[src/sv/p80enc_pkg.sv]
// p80enc_pkg: shared types, register indexes and round functions for the PRESENT-80 encryptor.
// No dependencies.
`default_nettype none

package p80enc_pkg;

    localparam int unsigned BlockWidth  = 64;
    localparam int unsigned KeyWidth    = 80;
    localparam int unsigned RcWidth     = 5;
    localparam int unsigned AddrWidth   = 4;
    localparam int unsigned DataWidth   = 64;
    localparam int unsigned LowerWidth  = 16;
    localparam int unsigned NibbleCount = BlockWidth / 4;

    typedef enum logic [0:0] {
        REG_KEY_UPPER = 1'b0,
        REG_KEY_LOWER = 1'b1
    } p80enc_reg_t;

    typedef struct packed {
        logic [BlockWidth-1:0] state;
        logic [KeyWidth-1:0]   key;
    } p80enc_item_t;

    typedef logic [3:0] nibble_t;

    function automatic nibble_t sbox(input nibble_t x);
        nibble_t y;
        case (x)
            4'h0: y = 4'hC;
            4'h1: y = 4'h5;
            4'h2: y = 4'h6;
            4'h3: y = 4'hB;
            4'h4: y = 4'h9;
            4'h5: y = 4'h0;
            4'h6: y = 4'hA;
            4'h7: y = 4'hD;
            4'h8: y = 4'h3;
            4'h9: y = 4'hE;
            4'hA: y = 4'hF;
            4'hB: y = 4'h8;
            4'hC: y = 4'h4;
            4'hD: y = 4'h7;
            4'hE: y = 4'h1;
            4'hF: y = 4'h2;
            default: y = 4'h0;
        endcase
        return y;
    endfunction

    function automatic logic [BlockWidth-1:0] sbox_layer(input logic [BlockWidth-1:0] s);
        logic [BlockWidth-1:0] r;
        r = '0;
        for (int n = 0; n < NibbleCount; n++) begin
            r[4*n +: 4] = sbox(s[4*n +: 4]);
        end
        return r;
    endfunction

    // bit i moves to 16*i mod 63 (6-bit rotate left by 4), bit 63 stays
    function automatic logic [BlockWidth-1:0] perm_layer(input logic [BlockWidth-1:0] s);
        logic [BlockWidth-1:0] r;
        logic [5:0]            src;
        r = '0;
        for (int i = 0; i < BlockWidth - 1; i++) begin
            src = 6'(i);
            r[{src[1:0], src[5:2]}] = s[i];
        end
        r[BlockWidth-1] = s[BlockWidth-1];
        return r;
    endfunction

    function automatic logic [KeyWidth-1:0] key_update(input logic [KeyWidth-1:0] k,
                                                       input logic [RcWidth-1:0] rc);
        logic [KeyWidth-1:0] r;
        r = {k[18:0], k[KeyWidth-1:19]};
        r[KeyWidth-1 -: 4] = sbox(r[KeyWidth-1 -: 4]);
        r[19:15] = r[19:15] ^ rc;
        return r;
    endfunction

endpackage

`default_nettype wire

[src/sv/p80enc_round.sv]
// p80enc_round: one registered cipher round with its key schedule step.
// Depends on p80enc_pkg.
`default_nettype none

module p80enc_round #(
    parameter int unsigned ROUND_IDX = 1
) (
    input  wire logic                     aclk,
    input  wire logic                     aresetn,
    input  wire logic                     in_valid,
    output logic                          in_ready,
    input  wire p80enc_pkg::p80enc_item_t in_item,
    output logic                          out_valid,
    input  wire logic                     out_ready,
    output p80enc_pkg::p80enc_item_t      out_item
);
    import p80enc_pkg::*;

    localparam logic [RcWidth-1:0] Rc = RcWidth'(ROUND_IDX);

    logic         valid_reg;
    p80enc_item_t item_reg;
    p80enc_item_t item_next;

    assign in_ready = !valid_reg || out_ready;

    always_comb begin
        item_next.state = perm_layer(sbox_layer(in_item.state ^ in_item.key[KeyWidth-1 -: 64]));
        item_next.key   = key_update(in_item.key, Rc);
    end

    always_ff @(posedge aclk) begin
        if (!aresetn) begin
            valid_reg <= 1'b0;
        end else if (in_ready) begin
            valid_reg <= in_valid;
        end
    end

    always_ff @(posedge aclk) begin
        if (in_ready && in_valid) begin
            item_reg <= item_next;
        end
    end

    assign out_valid = valid_reg;
    assign out_item  = item_reg;

endmodule

`default_nettype wire

[config.mk]
export PLATFORM = sky130hd
export DESIGN_NAME = p80enc_round
export DESIGN_NICKNAME = d
export VERILOG_FILES = /design/src/sv/p80enc_pkg.sv /design/src/sv/p80enc_round.sv
export SDC_FILE = /design/constraint.sdc
export NUM_CORES = 1
export LEC_CHECK = 0
export BUFFER_PORTS_ARGS = -buffer_cell sky130_fd_sc_hd__buf_4
export CORE_ASPECT_RATIO = 0.9
export CORE_MARGIN = 2
export CORE_UTILIZATION = 30
export CTS_CLUSTER_DIAMETER = 50
export DETAILED_ROUTE_END_ITERATION = 10
export PLACE_DENSITY = 0.51
export SLEW_MARGIN = 0
export SYNTH_ARGS = -nofsm -noshare
export SYNTH_HDL_FRONTEND = slang
export SYNTH_SLANG_ARGS = --single-unit
[constraint.sdc]
create_clock -name aclk -period 6.03 [get_ports aclk]
set_input_delay 0.3015 -clock aclk [delete_from_list [all_inputs] [get_ports aclk]]
set_output_delay 0.3015 -clock aclk [all_outputs]
set_load 0.02 [all_outputs]
* After elaboration in Yosys (flattened, before gate mapping)
Memories as Yosys holds them, arrays and structs flattened. A register that Yosys moved wholly into a read port is not among the register bits. Index checks and enable logic that the tools add are counted.
Storage, ports and cells: register bits 81, ROM bits 1088, memories 17, input bits 148
Memory list:
- (no name shown) | depth 16, bits a word 4, rd ports 1, clocked after Yosys merged registers in 1, wr ports 0, RTL line p80enc_pkg.sv:29 | case (x)
- (no name shown) | depth 16, bits a word 4, rd ports 1, clocked after Yosys merged registers in 1, wr ports 0, RTL line p80enc_pkg.sv:29
- (no name shown) | depth 16, bits a word 4, rd ports 1, clocked after Yosys merged registers in 1, wr ports 0, RTL line p80enc_pkg.sv:29
- (no name shown) | depth 16, bits a word 4, rd ports 1, clocked after Yosys merged registers in 1, wr ports 0, RTL line p80enc_pkg.sv:29
- (no name shown) | depth 16, bits a word 4, rd ports 1, clocked after Yosys merged registers in 1, wr ports 0, RTL line p80enc_pkg.sv:29
- (no name shown) | depth 16, bits a word 4, rd ports 1, clocked after Yosys merged registers in 1, wr ports 0, RTL line p80enc_pkg.sv:29
- 11 more memories
Cells by class: reduce and logical (&&, ||, !) cells 3, bitwise gates (word level) 2
Operator list (number):
- bitwise XOR 64 bit | 1
- logical AND 1 bit | 1
- logical NOT 1 bit | 1
- logical OR 1 bit | 1
- inverter 1 bit | 1

* Longest topological paths before layout
depth after elaboration 3, depth in mapped cells 6, gate-level depth less buffers 5

* Least setup slack after synthesis
Ideal clock, no wire load.
path kind register -> register, start reg valid_reg (netlist: out_valid), end reg item_reg (netlist bit out_item[0]) (enable), setup time 520 ps, arrival time 3953 ps, clock period less this slack 4473 ps, setup slack 1557 ps, stages on the path, launching flop included 3, required time 5510 ps, path through dfxtp_1 -> nand2b_1 -> and2_1
Between the ends: word-level cells in the longest chain between the ends 3
RTL lines:
- start: declaration | RTL line p80enc_round.sv:21 | logic valid_reg;
- start signal: assignment | RTL line p80enc_round.sv:36 | valid_reg <= in_valid;
- logical NOT 1 bit | RTL line p80enc_round.sv:25 | assign in_ready = !valid_reg || out_ready;
- logical OR 1 bit | RTL line p80enc_round.sv:25
- net in_ready | RTL line p80enc_round.sv:11 | output logic in_ready,
- logical AND 1 bit | RTL line p80enc_round.sv:41 | if (in_ready && in_valid) begin
- end signal: assignment | RTL line p80enc_round.sv:42 | item_reg <= item_next;
- end: declaration | RTL line p80enc_round.sv:22 | p80enc_item_t item_reg;
The timed path passes the listed nets, and every way through them passes these cells. A chain may end at the register's enable or synchronous reset.

* Final worst setup path
start reg valid_reg (netlist: out_valid), end reg, netlist name out_item[127]
Between the ends: word-level cells in the longest chain between the ends 3
RTL lines (RTL line):
- logical NOT 1 bit | p80enc_round.sv:25
- logical OR 1 bit | p80enc_round.sv:25
- logical AND 1 bit | p80enc_round.sv:41
No other way between the ends.

==> flow_metrics.env <==
export IMPL_grt_pass1_vias=5401
export IMPL_clockBufferDepth=2
export IMPL_cts_resized=0
export IMPL_m1WireLength_um=7645
export IMPL_synth_area_um2=7637
export IMPL_fin_nets=1004
export IMPL_cts_sinks=145
export IMPL_num_antenna_cells=0
export IMPL_post_route_period_util=0.3209
export IMPL_layout_common_cells="buf_4, edfxtp_1, inv_1, ha_1, mux2i_1"
export IMPL_grt_use_total=0.1408
export IMPL_endpoint_kind="register"
export IMPL_cp_data_arrival_time_ns=1.98
export IMPL_dieArea_um2=26750
export IMPL_gp_congestion=0.7572
export IMPL_status="completed"
export IMPL_rsz0062_at_grt="false"
export IMPL_antenna_found_initial=0
export IMPL_crit_slowest_cell="buf_4"
export IMPL_synthDistinctLibCells=30
export IMPL_fill_cells=2341
export IMPL_min_path_type="in -> reg"
export IMPL_syn_num_nets=692
export IMPL_slew_violations=0
export IMPL_final_core_util=0.4322
export IMPL_numCtsBuffers=17
export IMPL_io_pins=294
export IMPL_postPlaceCellArea_um2=10270
export IMPL_min_period_ns=1.935
export IMPL_worstMarginPinSlew_ns=0.8869
export IMPL_grt_max_degree=66
export IMPL_register_area_um2=4344
export IMPL_critical_path_class="reg -> reg"
export IMPL_leakage_nw=4.643
export IMPL_ctsHoldBuffers=0
export IMPL_clkTransAtPathRegs_ns=0.07
export IMPL_clock_latency_ns=0.43
export IMPL_fin_setup_tns_ns=0
export IMPL_drive_gt1_frac=0.4583
export IMPL_drc_errors=0
export IMPL_first_iter_violations=255
export IMPL_grt_pass1_wl_um=28720
export IMPL_power_per_cell_area_nw_per_um2=283.3
export IMPL_stdcell_area_um2=10830
export IMPL_max_freq_mhz=516.8
export IMPL_synthCells=491
export IMPL_via_count=5085
export IMPL_htreeDepth=4
export IMPL_multi_input_area_um2=3028
export IMPL_cts_root_buf="clkbuf_16"
export IMPL_final_cells=1158
export IMPL_slew_headroom=0.4088
export IMPL_postSynthAreaPerCell_um2=15.55
export IMPL_rows=55
export IMPL_wl_per_cell_um=16.42
export IMPL_die_y_um=155.4
export IMPL_vias_per_cell=4.391
export IMPL_synthToLayoutAreaGrowth_pct=41.74
export IMPL_die_w_um=172.2
export IMPL_finalWirelength_um=19020
export IMPL_crit_chain="nand2b_1, and2_4, buf_4"
export IMPL_initial_utilization=0.3049
export IMPL_finalSetupViolations=0
export IMPL_core_um2=25050
export IMPL_cap_violations=0
export IMPL_route_top_layer_used="met4"
export IMPL_wl_met3_um=1935
export IMPL_hold_violations=0
export IMPL_hpwl_um=14840
export IMPL_cts_setup_buffers=0
export IMPL_ant_nets=0
export IMPL_total_power_w=0.003066
export IMPL_fin_skew_ns=0.01434
export IMPL_dp_cells=1126
export IMPL_crit_fanout=65
export IMPL_grt_overflow=0
export IMPL_cts_tree="yes"
export IMPL_yosys_warnings=0
export IMPL_critPathMaxStageDelay_ns=0.71
export IMPL_ys_seq_area_frac=0.5688
export IMPL_cp_start_kind="register"
export IMPL_synth_seq_cells=145
export IMPL_placement_io_buffers=293
export IMPL_final_common_cell="buf_4"
export IMPL_irDropWorstVdd_mv=0.1257
export IMPL_wl_met2_um=9283
export IMPL_drt_first_pass_iters=4
export IMPL_cp_required_ns=6.08
==> stage by stage <==
step / setup slack, ns / hold WS [ns]
CTS: 4.048 / 0.02746
finish: 4.095 / 0.05733
global placement: 3.978 / 0.4799
floorplan: 1.557 / 0.4004
detailed placement: 3.945 / 0.4808
global route: 3.922 / 0.02045
==> path summary, 6_finish.rpt <==
| check | start | endpoint | slack [ns] | depth (start not counted) |
|---|---|---|---|---|
| setup / recovery | out_valid | out_item[127] | 4.10 | 3 |
| hold reg to reg | out_valid | out_valid | 0.55 | 2 |
| setup reg to reg | out_valid | out_item[127] | 4.10 | 3 |
| hold / removal | in_item[3] | out_item[64] | 0.06 | 1 |
==> per-layer routing <==
metal  up-vias  GRT usage
met3        10    0.06385
met1      2437     0.1605
met4         0    0.03601
met5         -          0
li1       2445          -
met2       193     0.2400
==> report_power, final <==
group          internal [W]  switching (W)
clock              0.000549       0.000464
sequential          0.00124      0.0000272
combinational      0.000362       0.000423
==> cell families (layout without fill, tap and decap cells) <==
group | count (synthesis) | in the layout | synth area share
and+or+nand+nor | 23 | 23 | 0.01524
AOI/OAI and AO/OA | 52 | 52 | 0.05292
muxes | 67 | 67 | 0.1240
buffers and inverters | 69 | 394 | 0.03506
xor gates and xnor gates | 82 | 82 | 0.1171
adders and majority gates | 53 | 53 | 0.08683
DFF | 145 | 145 | 0.5688
==> area by class of cell <==
class | instances | share of cell area
clock buffer | 18 | 0.04057
clock inverter | 14 | 0.01110
inverter | 67 | 0.02323
multi-input combinational | 277 | 0.2797
sequential | 145 | 0.4013
tap | 342 | 0.03953
timing repair buffer | 295 | 0.2046
==> worst max-delay path: cells and delay by family, from the launching register on <==
family	cells	cell delay [ns]
simple gates	2	0.44
buf+inv	1	0.71
flops	1	0.31
==> flip-flops by register name, indices dropped and copies added (netlist names) <==
register	cells
out_item	144
out_valid	1
==> synth_stat cells, drive strengths merged <==
master,n,area share
nor3b,1,0.00098
xor2,33,0.054
o21ai,18,0.012
mux2,1,0.0015
and2,1,0.00082
inv,67,0.033
a311oi,1,0.0011
ha,53,0.087
nand2,3,0.0015
nand3,15,0.0098
nand2b,1,0.00082
mux2i,47,0.062
o211ai,14,0.014
and3,1,0.00082
xnor2,49,0.064
nor2,1,0.00049
mux4,19,0.061
dfxtp,1,0.0026
buf,2,0.0021
a21boi,1,0.00098
edfxtp,144,0.57
o221a,15,0.022
o32ai,1,0.0011
o21a,2,0.0020
No activity file was read; power rests on OpenSTA's default activity.
