[config.mk]
export PLATFORM = sky130hd
export DESIGN_NAME = p80enc_regs
export DESIGN_NICKNAME = d
export VERILOG_FILES = /design/src/sv/p80enc_pkg.sv /design/src/sv/p80enc_regs.sv
export SDC_FILE = /design/constraint.sdc
export NUM_CORES = 1
export LEC_CHECK = 0
export BUFFER_PORTS_ARGS = -buffer_cell sky130_fd_sc_hd__buf_2
export CORE_MARGIN = 2
export CORE_UTILIZATION = 25
export CTS_CLUSTER_DIAMETER = 120
export CTS_CLUSTER_SIZE = 30
export DETAILED_ROUTE_END_ITERATION = 7
export PLACE_DENSITY = 0.59
export SKIP_LAST_GASP = 1
export SLEW_MARGIN = 25
export SYNTH_ARGS = -nofsm -noshare
export SYNTH_HDL_FRONTEND = slang
export SYNTH_SLANG_ARGS = --single-unit
[constraint.sdc]
create_clock -name aclk -period 2.75 [get_ports aclk]
set_clock_uncertainty 0.05 [all_clocks]
set_input_delay 0.55 -clock aclk [delete_from_list [all_inputs] [get_ports aclk]]
set_output_delay 0.55 -clock aclk [all_outputs]
set_load 0.02 [all_outputs]
[src/sv/p80enc_pkg.sv]
// p80enc_pkg: shared types, register indexes and round functions for the PRESENT-80 encryptor.
// No dependencies.
`default_nettype none

package p80enc_pkg;

    localparam int unsigned BlockWidth  = 64;
    localparam int unsigned KeyWidth    = 80;
    localparam int unsigned RcWidth     = 5;
    localparam int unsigned AddrWidth   = 4;
    localparam int unsigned DataWidth   = 64;
    localparam int unsigned LowerWidth  = 16;
    localparam int unsigned NibbleCount = BlockWidth / 4;

    typedef enum logic [0:0] {
        REG_KEY_UPPER = 1'b0,
        REG_KEY_LOWER = 1'b1
    } p80enc_reg_t;

    typedef struct packed {
        logic [BlockWidth-1:0] state;
        logic [KeyWidth-1:0]   key;
    } p80enc_item_t;

    typedef logic [3:0] nibble_t;

    function automatic nibble_t sbox(input nibble_t x);
        nibble_t y;
        case (x)
            4'h0: y = 4'hC;
            4'h1: y = 4'h5;
            4'h2: y = 4'h6;
            4'h3: y = 4'hB;
            4'h4: y = 4'h9;
            4'h5: y = 4'h0;
            4'h6: y = 4'hA;
            4'h7: y = 4'hD;
            4'h8: y = 4'h3;
            4'h9: y = 4'hE;
            4'hA: y = 4'hF;
            4'hB: y = 4'h8;
            4'hC: y = 4'h4;
            4'hD: y = 4'h7;
            4'hE: y = 4'h1;
            4'hF: y = 4'h2;
            default: y = 4'h0;
        endcase
        return y;
    endfunction

    function automatic logic [BlockWidth-1:0] sbox_layer(input logic [BlockWidth-1:0] s);
        logic [BlockWidth-1:0] r;
        r = '0;
        for (int n = 0; n < NibbleCount; n++) begin
            r[4*n +: 4] = sbox(s[4*n +: 4]);
        end
        return r;
    endfunction

    // bit i moves to 16*i mod 63 (6-bit rotate left by 4), bit 63 stays
    function automatic logic [BlockWidth-1:0] perm_layer(input logic [BlockWidth-1:0] s);
        logic [BlockWidth-1:0] r;
        logic [5:0]            src;
        r = '0;
        for (int i = 0; i < BlockWidth - 1; i++) begin
            src = 6'(i);
            r[{src[1:0], src[5:2]}] = s[i];
        end
        r[BlockWidth-1] = s[BlockWidth-1];
        return r;
    endfunction

    function automatic logic [KeyWidth-1:0] key_update(input logic [KeyWidth-1:0] k,
                                                       input logic [RcWidth-1:0] rc);
        logic [KeyWidth-1:0] r;
        r = {k[18:0], k[KeyWidth-1:19]};
        r[KeyWidth-1 -: 4] = sbox(r[KeyWidth-1 -: 4]);
        r[19:15] = r[19:15] ^ rc;
        return r;
    endfunction

endpackage

`default_nettype wire

[src/sv/p80enc_regs.sv]
// p80enc_regs: APB key registers for the PRESENT-80 encryptor.
// Depends on p80enc_pkg.
`default_nettype none

module p80enc_regs (
    input  wire logic                            aclk,
    input  wire logic                            aresetn,
    input  wire logic                            psel,
    input  wire logic                            penable,
    input  wire logic                            pwrite,
    input  wire logic [p80enc_pkg::AddrWidth-1:0] paddr,
    input  wire logic [p80enc_pkg::DataWidth-1:0] pwdata,
    output logic      [p80enc_pkg::DataWidth-1:0] prdata,
    output logic                                 pready,
    output logic      [p80enc_pkg::KeyWidth-1:0]  key
);
    import p80enc_pkg::*;

    logic [63:0]           key_upper_reg;
    logic [LowerWidth-1:0] key_lower_reg;
    logic                  wr_en;
    p80enc_reg_t           sel;

    assign pready = 1'b1;
    assign wr_en  = psel && penable && pwrite && pready;
    assign sel    = p80enc_reg_t'(paddr[3]);

    always_ff @(posedge aclk) begin
        if (!aresetn) begin
            key_upper_reg <= '0;
            key_lower_reg <= '0;
        end else if (wr_en) begin
            case (sel)
                REG_KEY_UPPER: key_upper_reg <= pwdata;
                REG_KEY_LOWER: key_lower_reg <= pwdata[LowerWidth-1:0];
                default: ;
            endcase
        end
    end

    always_comb begin
        case (sel)
            REG_KEY_UPPER: prdata = key_upper_reg;
            REG_KEY_LOWER: prdata = {{(DataWidth-LowerWidth){1'b0}}, key_lower_reg};
            default:       prdata = '0;
        endcase
    end

    assign key = {key_upper_reg, key_lower_reg};

endmodule

`default_nettype wire

Word-level counts from Yosys, hierarchy flattened
Index checks and enable logic that the tools add are counted.
{"block": "word_totals", "regBits": 80, "input_bits": 73, "out_inout_bits": 145, "wordCells": 8}
{"block": "classes", "n_mux": 1, "bitwise_logic": 1, "n_reduce_logical": 4}
{"op": "$pmux W64 S2", "n": 1}
{"op": "$reduce_and A2 Y1", "n": 2}
{"op": "$logic_and A1 B1 Y1", "n": 2}
{"op": "$not A1 Y1", "n": 1}

Depth between registers and ports, before layout
Gate-level depths: netlist (run 1).
{"block": "depth", "ltp_word": 3, "mapped_depth": 5, "mapped_depth_nobuf": 2}

Worst setup path after synthesis (run 1)
OpenSTA, ideal clock, no wires.
{"block": "synth_path", "path_kind": "input port to output port", "from": "input port paddr[3] (netlist name)", "to": "output port prdata[10] (netlist name)", "t_arrival_ps": 1316, "t_required_ps": 2150, "slack_ps": 834, "path_stages": 3, "path_buffers": 2, "path_cell_list": "buf_4 > buf_2 > mux2_2"}
{"block": "synth_between", "elab_chain_len": 2}
{"item": "start, declared", "line": "p80enc_regs.sv:11", "source": "input wire logic [p80enc_pkg::AddrWidth-1:0] paddr,"}
{"item": "$not A1 Y1"}
{"item": "$pmux W64 S2 (*)", "line": "p80enc_regs.sv:42", "source": "case (sel)"}
{"item": "end, declared", "line": "p80enc_regs.sv:13", "source": "output logic [p80enc_pkg::DataWidth-1:0] prdata,"}
Mark *: on every way between the ends. The rest lies on a longest branch, timed or not.

Final worst setup path (run 1)
{"block": "layout_path", "from": "input port paddr[3] (netlist name)", "to": "output port prdata[57] (netlist name)"}
Same word-level chain as after synthesis.

==> results of run 1 <==
stage by stage:
stage / util / worst slack [ps]
global route: 0.354 / 461
CTS: 0.354 / 532
global placement: 0.333 / 538
detailed placement: 0.333 / 530
floorplan: - / 834
finish: 0.354 / 568
worst max-delay path by stage:
stage                   from         end  slack (ps)
global placement    paddr[3]  prdata[36]         540
global route        paddr[3]  prdata[34]         460
floorplan           paddr[3]  prdata[10]         830
CTS                 paddr[3]  prdata[36]         530
finish              paddr[3]  prdata[57]         570
detailed placement  paddr[3]  prdata[36]         530
cell families (layout without fill, tap and decap cells):
kind of cell | Yosys count | count (layout) | share of synthesized area
and+or+nand+nor | 194 | 194 | 0.235
muxes | 96 | 96 | 0.263
DFF | 80 | 80 | 0.430
buffers and inverters | 32 | 236 | 0.0712
other | 1 | 1 | 0.00101
cells in the mapped netlist (all sizes together):
cell / n / area share
and4b: 1 / 0.0037
buf: 16 / 0.055
clkbuf: 16 / 0.016
conb: 1 / 0.0010
dfxtp: 80 / 0.43
mux2: 16 / 0.048
mux2i: 80 / 0.21
nand2: 144 / 0.15
nand4: 1 / 0.0057
nor2b: 48 / 0.081
layout by cell type, fill, tap and decap left out:
cell type,n
buf_12,2
buf_2,212
buf_4,6
clkinv_2,2
clkbuf_8,2
and4b_4,1
nand4_4,1
mux2i_1,80
dfxtp_1,80
nor2b_1,48
conb_1,1
bufinv_16,1
clkbuf_1,2
mux2_2,16
clkbuf_16,9
nand2_1,144
per-layer routing:
metal  global-route usage  routed length, µm  vias to the layer above
met3               0.0357                788                       11
met5                    0                  0                        -
met2                0.174               4030                      140
li1                     -                  -                     1694
met1                0.144               4310                     1463
met4               0.0543                168                        0
final cells by class:
type	instances	area, µm²
clock buffers	13	260
clock inverters	3	40.0
fillers	1546	9400
multi-input cells	291	1860
flip-flops and latches	80	1600
well taps	184	230
repair buffers	220	1150
critical path, cell delays in order:
cell     delay, ps
buf_2          420
buf_4          360
nor2b_1         80
buf_2          160
power groups by stage:
| stage | combinational, mW | sequential [mW] | clock (mW) |
|---|---|---|---|
| after floorplan | 0.157 | 1.26 | 0 |
| after global placement | 0.285 | 1.23 | 0 |
| after detailed placement | 0.287 | 1.23 | 0 |
| after CTS | 0.287 | 1.20 | 1.26 |
| after global routing | 0.311 | 1.21 | 1.30 |
| final | 0.282 | 1.20 | 1.21 |
==> metrics.txt, run 1 <==
WHS Endpoint=key_upper_reg[60]; Placed Instances=775; overall die area=0.0159 mm²; count of synthesis-stage warnings from yosys=0; mapped cell area=0.00373 mm²; clock group share of total power=0.448; vias=3308; number of remaining DRC errors=0; Int Power=2.05 mW; number of hold-repair buffers added at the cts stage=0; Data arrival, critical path=1580 ps; DIE HEIGHT=126 µm; Switching Power=640 µW; Max-Cap Viols=0; crit path max fanout=25; number of nets at the end of the flow=675; Hold Path Class=input pin to flip-flop; smallest hold slack=403 ps; number of standard cells after synthesis=403; crit path launch type=input pin; overall power=2.69 mW; clock insertion delay at the later pin of the skew report=340 ps; H-tree Lvls=3; portion of total power attributed to sequential cells=0.447; core outline area=0.0145 mm²; endpoint class of the critical path=output pin; site row count=44; leakage power=2.62 nW; hpwl dp=6570 µm; Port Buf Inserts=213; Reg2Reg Setup Slack=2050 ps; violation count after the first detailed-routing iteration=89; Clock Path Buffers=2; antenna violations before repair=0; Fmax achieved=0.458 GHz; worst slew pin tran=517 ps; fin crit share=0.793; maximum number of pins on one net before global-route repair=65; register clock-pin slew on the reported worst setup and hold paths=60 ps; layout cell share with drive strength beyond 1=0.415; library cells used by synthesis=13; final sum of negative setup slack=0 ps; part of the power in combinational logic=0.105; flip-flop and latch count after synthesis=80; final std cell area, no fill=0.00514 mm²; Tmin final=2180 ps; Hold Fails Final Rpt=0; total cell area at the placement stage=0.00484 mm²; width of the chip=126 µm; antenna-violating nets left=0; category of the critical setup timing path=input pin to output pin; ratio of routed vias to standard cells=4.18; per-cell routed wire length=11.8 µm; Worst slew margin=0.656; clock net sink count=80; post-synthesis sequential area ratio=0.430; power density cells=524 mW/mm²; Synth-to-Final Area Change=37.9%; highest ir drop seen on vdd=0.291 mV; worst reg-to-reg path cell count=2; unrepaired setup endpoints after global routing=false; worst r2r src=key_lower_reg[10]; GRT Util Overall=0.113; setup repair bufs after CTS=0; non-filler instance count after layout=791; wire length of the first global-routing pass=14500 µm; hold-critical path depth=3; synthesized area per cell=9.25 µm²; routability cong.=0.702; number of primary I/O pins=218; max FFs per register=64; root buffer selected by CTS=clkbuf_16; startpoint of the worst hold path=pwdata[60]; vias in the first global route=2902; first drt pass iteration count=4; clock tree from TritonCTS=built; post-cts resize count=0; Inserted Clock Buffers=9; Final setup violation count=0; destination of the worst register-to-register timing path=key_lower_reg[10]; critical path data required time=2150 ps; total wirelength of the detailed-routed design=9300 µm; switching share of total power=0.238; Mapped Nets=476; Ant. Diodes=0; remaining global-route overflow=0; initial core utilization=0.256; status=finished clean; number of max-slew violations in the final report=0
No activity file was read; power rests on OpenSTA's default activity.
==> run 2: changes to the inputs <==
==> constraint.sdc (replaced) <==
create_clock -name aclk -period 2.04 [get_ports aclk]
set_clock_uncertainty 0.05 [all_clocks]
set_input_delay 0.408 -clock aclk [delete_from_list [all_inputs] [get_ports aclk]]
set_output_delay 0.408 -clock aclk [all_outputs]
set_load 0.02 [all_outputs]
==> metrics.txt, run 2 (synthesized netlist as in run 1, its figures left out) <==
status=finished clean; maximum number of pins on one net before global-route repair=79 (+22%); antenna violations before repair=0 (unchanged); width of the chip=126 µm (unchanged); clock insertion delay at the later pin of the skew report=330 ps (about the same); unrepaired setup endpoints after global routing=false; final sum of negative setup slack=0 ps (unchanged); first drt pass iteration count=4 (unchanged); commonest cells after routing, fill and taps aside=buf_2, nand2_1, mux2i_1, dfxtp_1, nor2b_1; endpoint class of the critical path=output pin; Hold Fails Final Rpt=0 (unchanged); number of remaining DRC errors=0 (unchanged); layout cell share with drive strength beyond 1=0.414 (-0.000965); H-tree Lvls=3 (unchanged); hpwl dp=6660 µm (+1.4%); smallest hold slack=263 ps (-140 ps); register clock-pin slew on the reported worst setup and hold paths=60 ps (about the same); CP Cell Sequence=buf_2, buf_12, mux2_2, buf_2; fin crit share=0.871; Max-Cap Viols=0 (unchanged); total wirelength of the detailed-routed design=9280 µm (-0.18%); power density cells=702 mW/mm² (+34%); setup repair bufs after CTS=0 (unchanged); Critical Path Most Common Cell=buf_2; fill count=1525 (-1.4%); GRT Util Overall=0.112 (-0.00148); Placed Instances=774 (-0.13%); violation count after the first detailed-routing iteration=87 (-2.2%); vias in the first global route=2873 (-1.0%); most common cell after layout, fill and taps aside=buf_2; remaining global-route overflow=0 (unchanged); Hold Path Class=input pin to flip-flop; wire length of the first global-routing pass=14400 µm (-1.1%); clock tree from TritonCTS=built; number of max-slew violations in the final report=0 (unchanged); Ant. Diodes=0 (unchanged); DIE HEIGHT=126 µm (unchanged); per-cell routed wire length=11.7 µm (about the same); clock net sink count=80 (unchanged); overall die area=0.0159 mm² (unchanged); highest cell delay on the worst timing path=350 ps (-70 ps); vias=3233 (-2.3%); Port Buf Inserts=213 (unchanged); crit path max fanout=37 (+48%); Clock Path Buffers=2 (unchanged); post-cts resize count=0 (unchanged); non-filler instance count after layout=790 (-0.13%); ratio of routed vias to standard cells=4.09 (-2.1%); Inserted Clock Buffers=9 (unchanged); crit path launch type=input pin; cell with the biggest individual delay on the critical path=mux2_2; area of combinational cells with multiple inputs=0.00186 mm² (unchanged); number of buffer and inverter instances along the worst setup path=3 (unchanged); number of nets at the end of the flow=674 (-0.15%); Tmin final=1780 ps; number of primary I/O pins=218 (unchanged); initial core utilization=0.256 (unchanged); antenna-violating nets left=0 (unchanged); Final setup violation count=0 (unchanged); core outline area=0.0145 mm² (unchanged); root buffer selected by CTS=clkbuf_16; site row count=44 (unchanged); category of the critical setup timing path=input pin to output pin; Fmax achieved=0.563 GHz; routability cong.=0.694 (-1.1%); leakage power=2.63 nW (+0.48%); number of hold-repair buffers added at the cts stage=0 (unchanged); flip-flop and latch area=0.00160 mm² (unchanged); max FFs per register=64 (unchanged); critical path's top delay family=buffers and inverters; Synth-to-Final Area Change=39.0%; highest ir drop seen on vdd=0.309 mV (+6.0%); critical path data required time=1580 ps (-570 ps); Data arrival, critical path=1320 ps (-260 ps)
## run 2: cell types whose count changed in the layout (fill, tap and decap cells not counted)
cell / previous run / this run
buf_4: 6 / 1
buf_12: 2 / 6
## run 2: worst min-delay path: cells and delay by family
family | cells | cell delay [ps]
muxes | 1 | 50
and+or+nand+nor | 1 | 40
buffers and inverters | 1 | 100
## run 2: worst paths after layout
kind | end | depth (start not counted) | startpoint | slack [ps]
worst min register to register | key_upper_reg[30] | 2 | key_upper_reg[30] | 420
worst max register to register | key_upper_reg[7] | 2 | key_upper_reg[7] | 1320
worst max-delay path | prdata[12] | 4 | paddr[3] | 260
worst min-delay path | key_upper_reg[42] | 3 | pwdata[42] | 260
## run 2: cell type report
class                           instances  share of cell area
Clock buffer                           13              0.0502
Timing Repair Buffer                  219               0.229
Sequential cell                        80               0.309
Tap cell                              184              0.0444
Multi-Input combinational cell        291               0.359
Clock inverter                          3             0.00773
## run 2: stage by stage
| step | util | power [mW] | area (µm²) | setup slack, ps |
|---|---|---|---|---|
| floorplan | - | 1.91 | 3730 | 408 |
| global route | 0.356 | 3.80 | 5180 | 221 |
| detailed placement | 0.336 | 2.05 | 4880 | 255 |
| finish | 0.356 | 3.64 | 5180 | 263 |
| CTS | 0.356 | 3.71 | 5180 | 257 |
| global placement | 0.336 | 2.05 | 4880 | 265 |
## run 2: routing by layer
metal,share of wire,wire (µm),global-route usage
met5,0,0,0
met4,0.017,161,0.0504
met3,0.085,793,0.0374
met2,0.43,3970,0.168
met1,0.47,4360,0.145
## run 2: power by group
part | switching (mW) | leakage [nW] | internal, mW | total (mW)
Clock | 0.612 | 0.150 | 1.01 | 1.62
Sequential | 0.0252 | 0.647 | 1.60 | 1.62
Combinational | 0.226 | 1.83 | 0.164 | 0.390
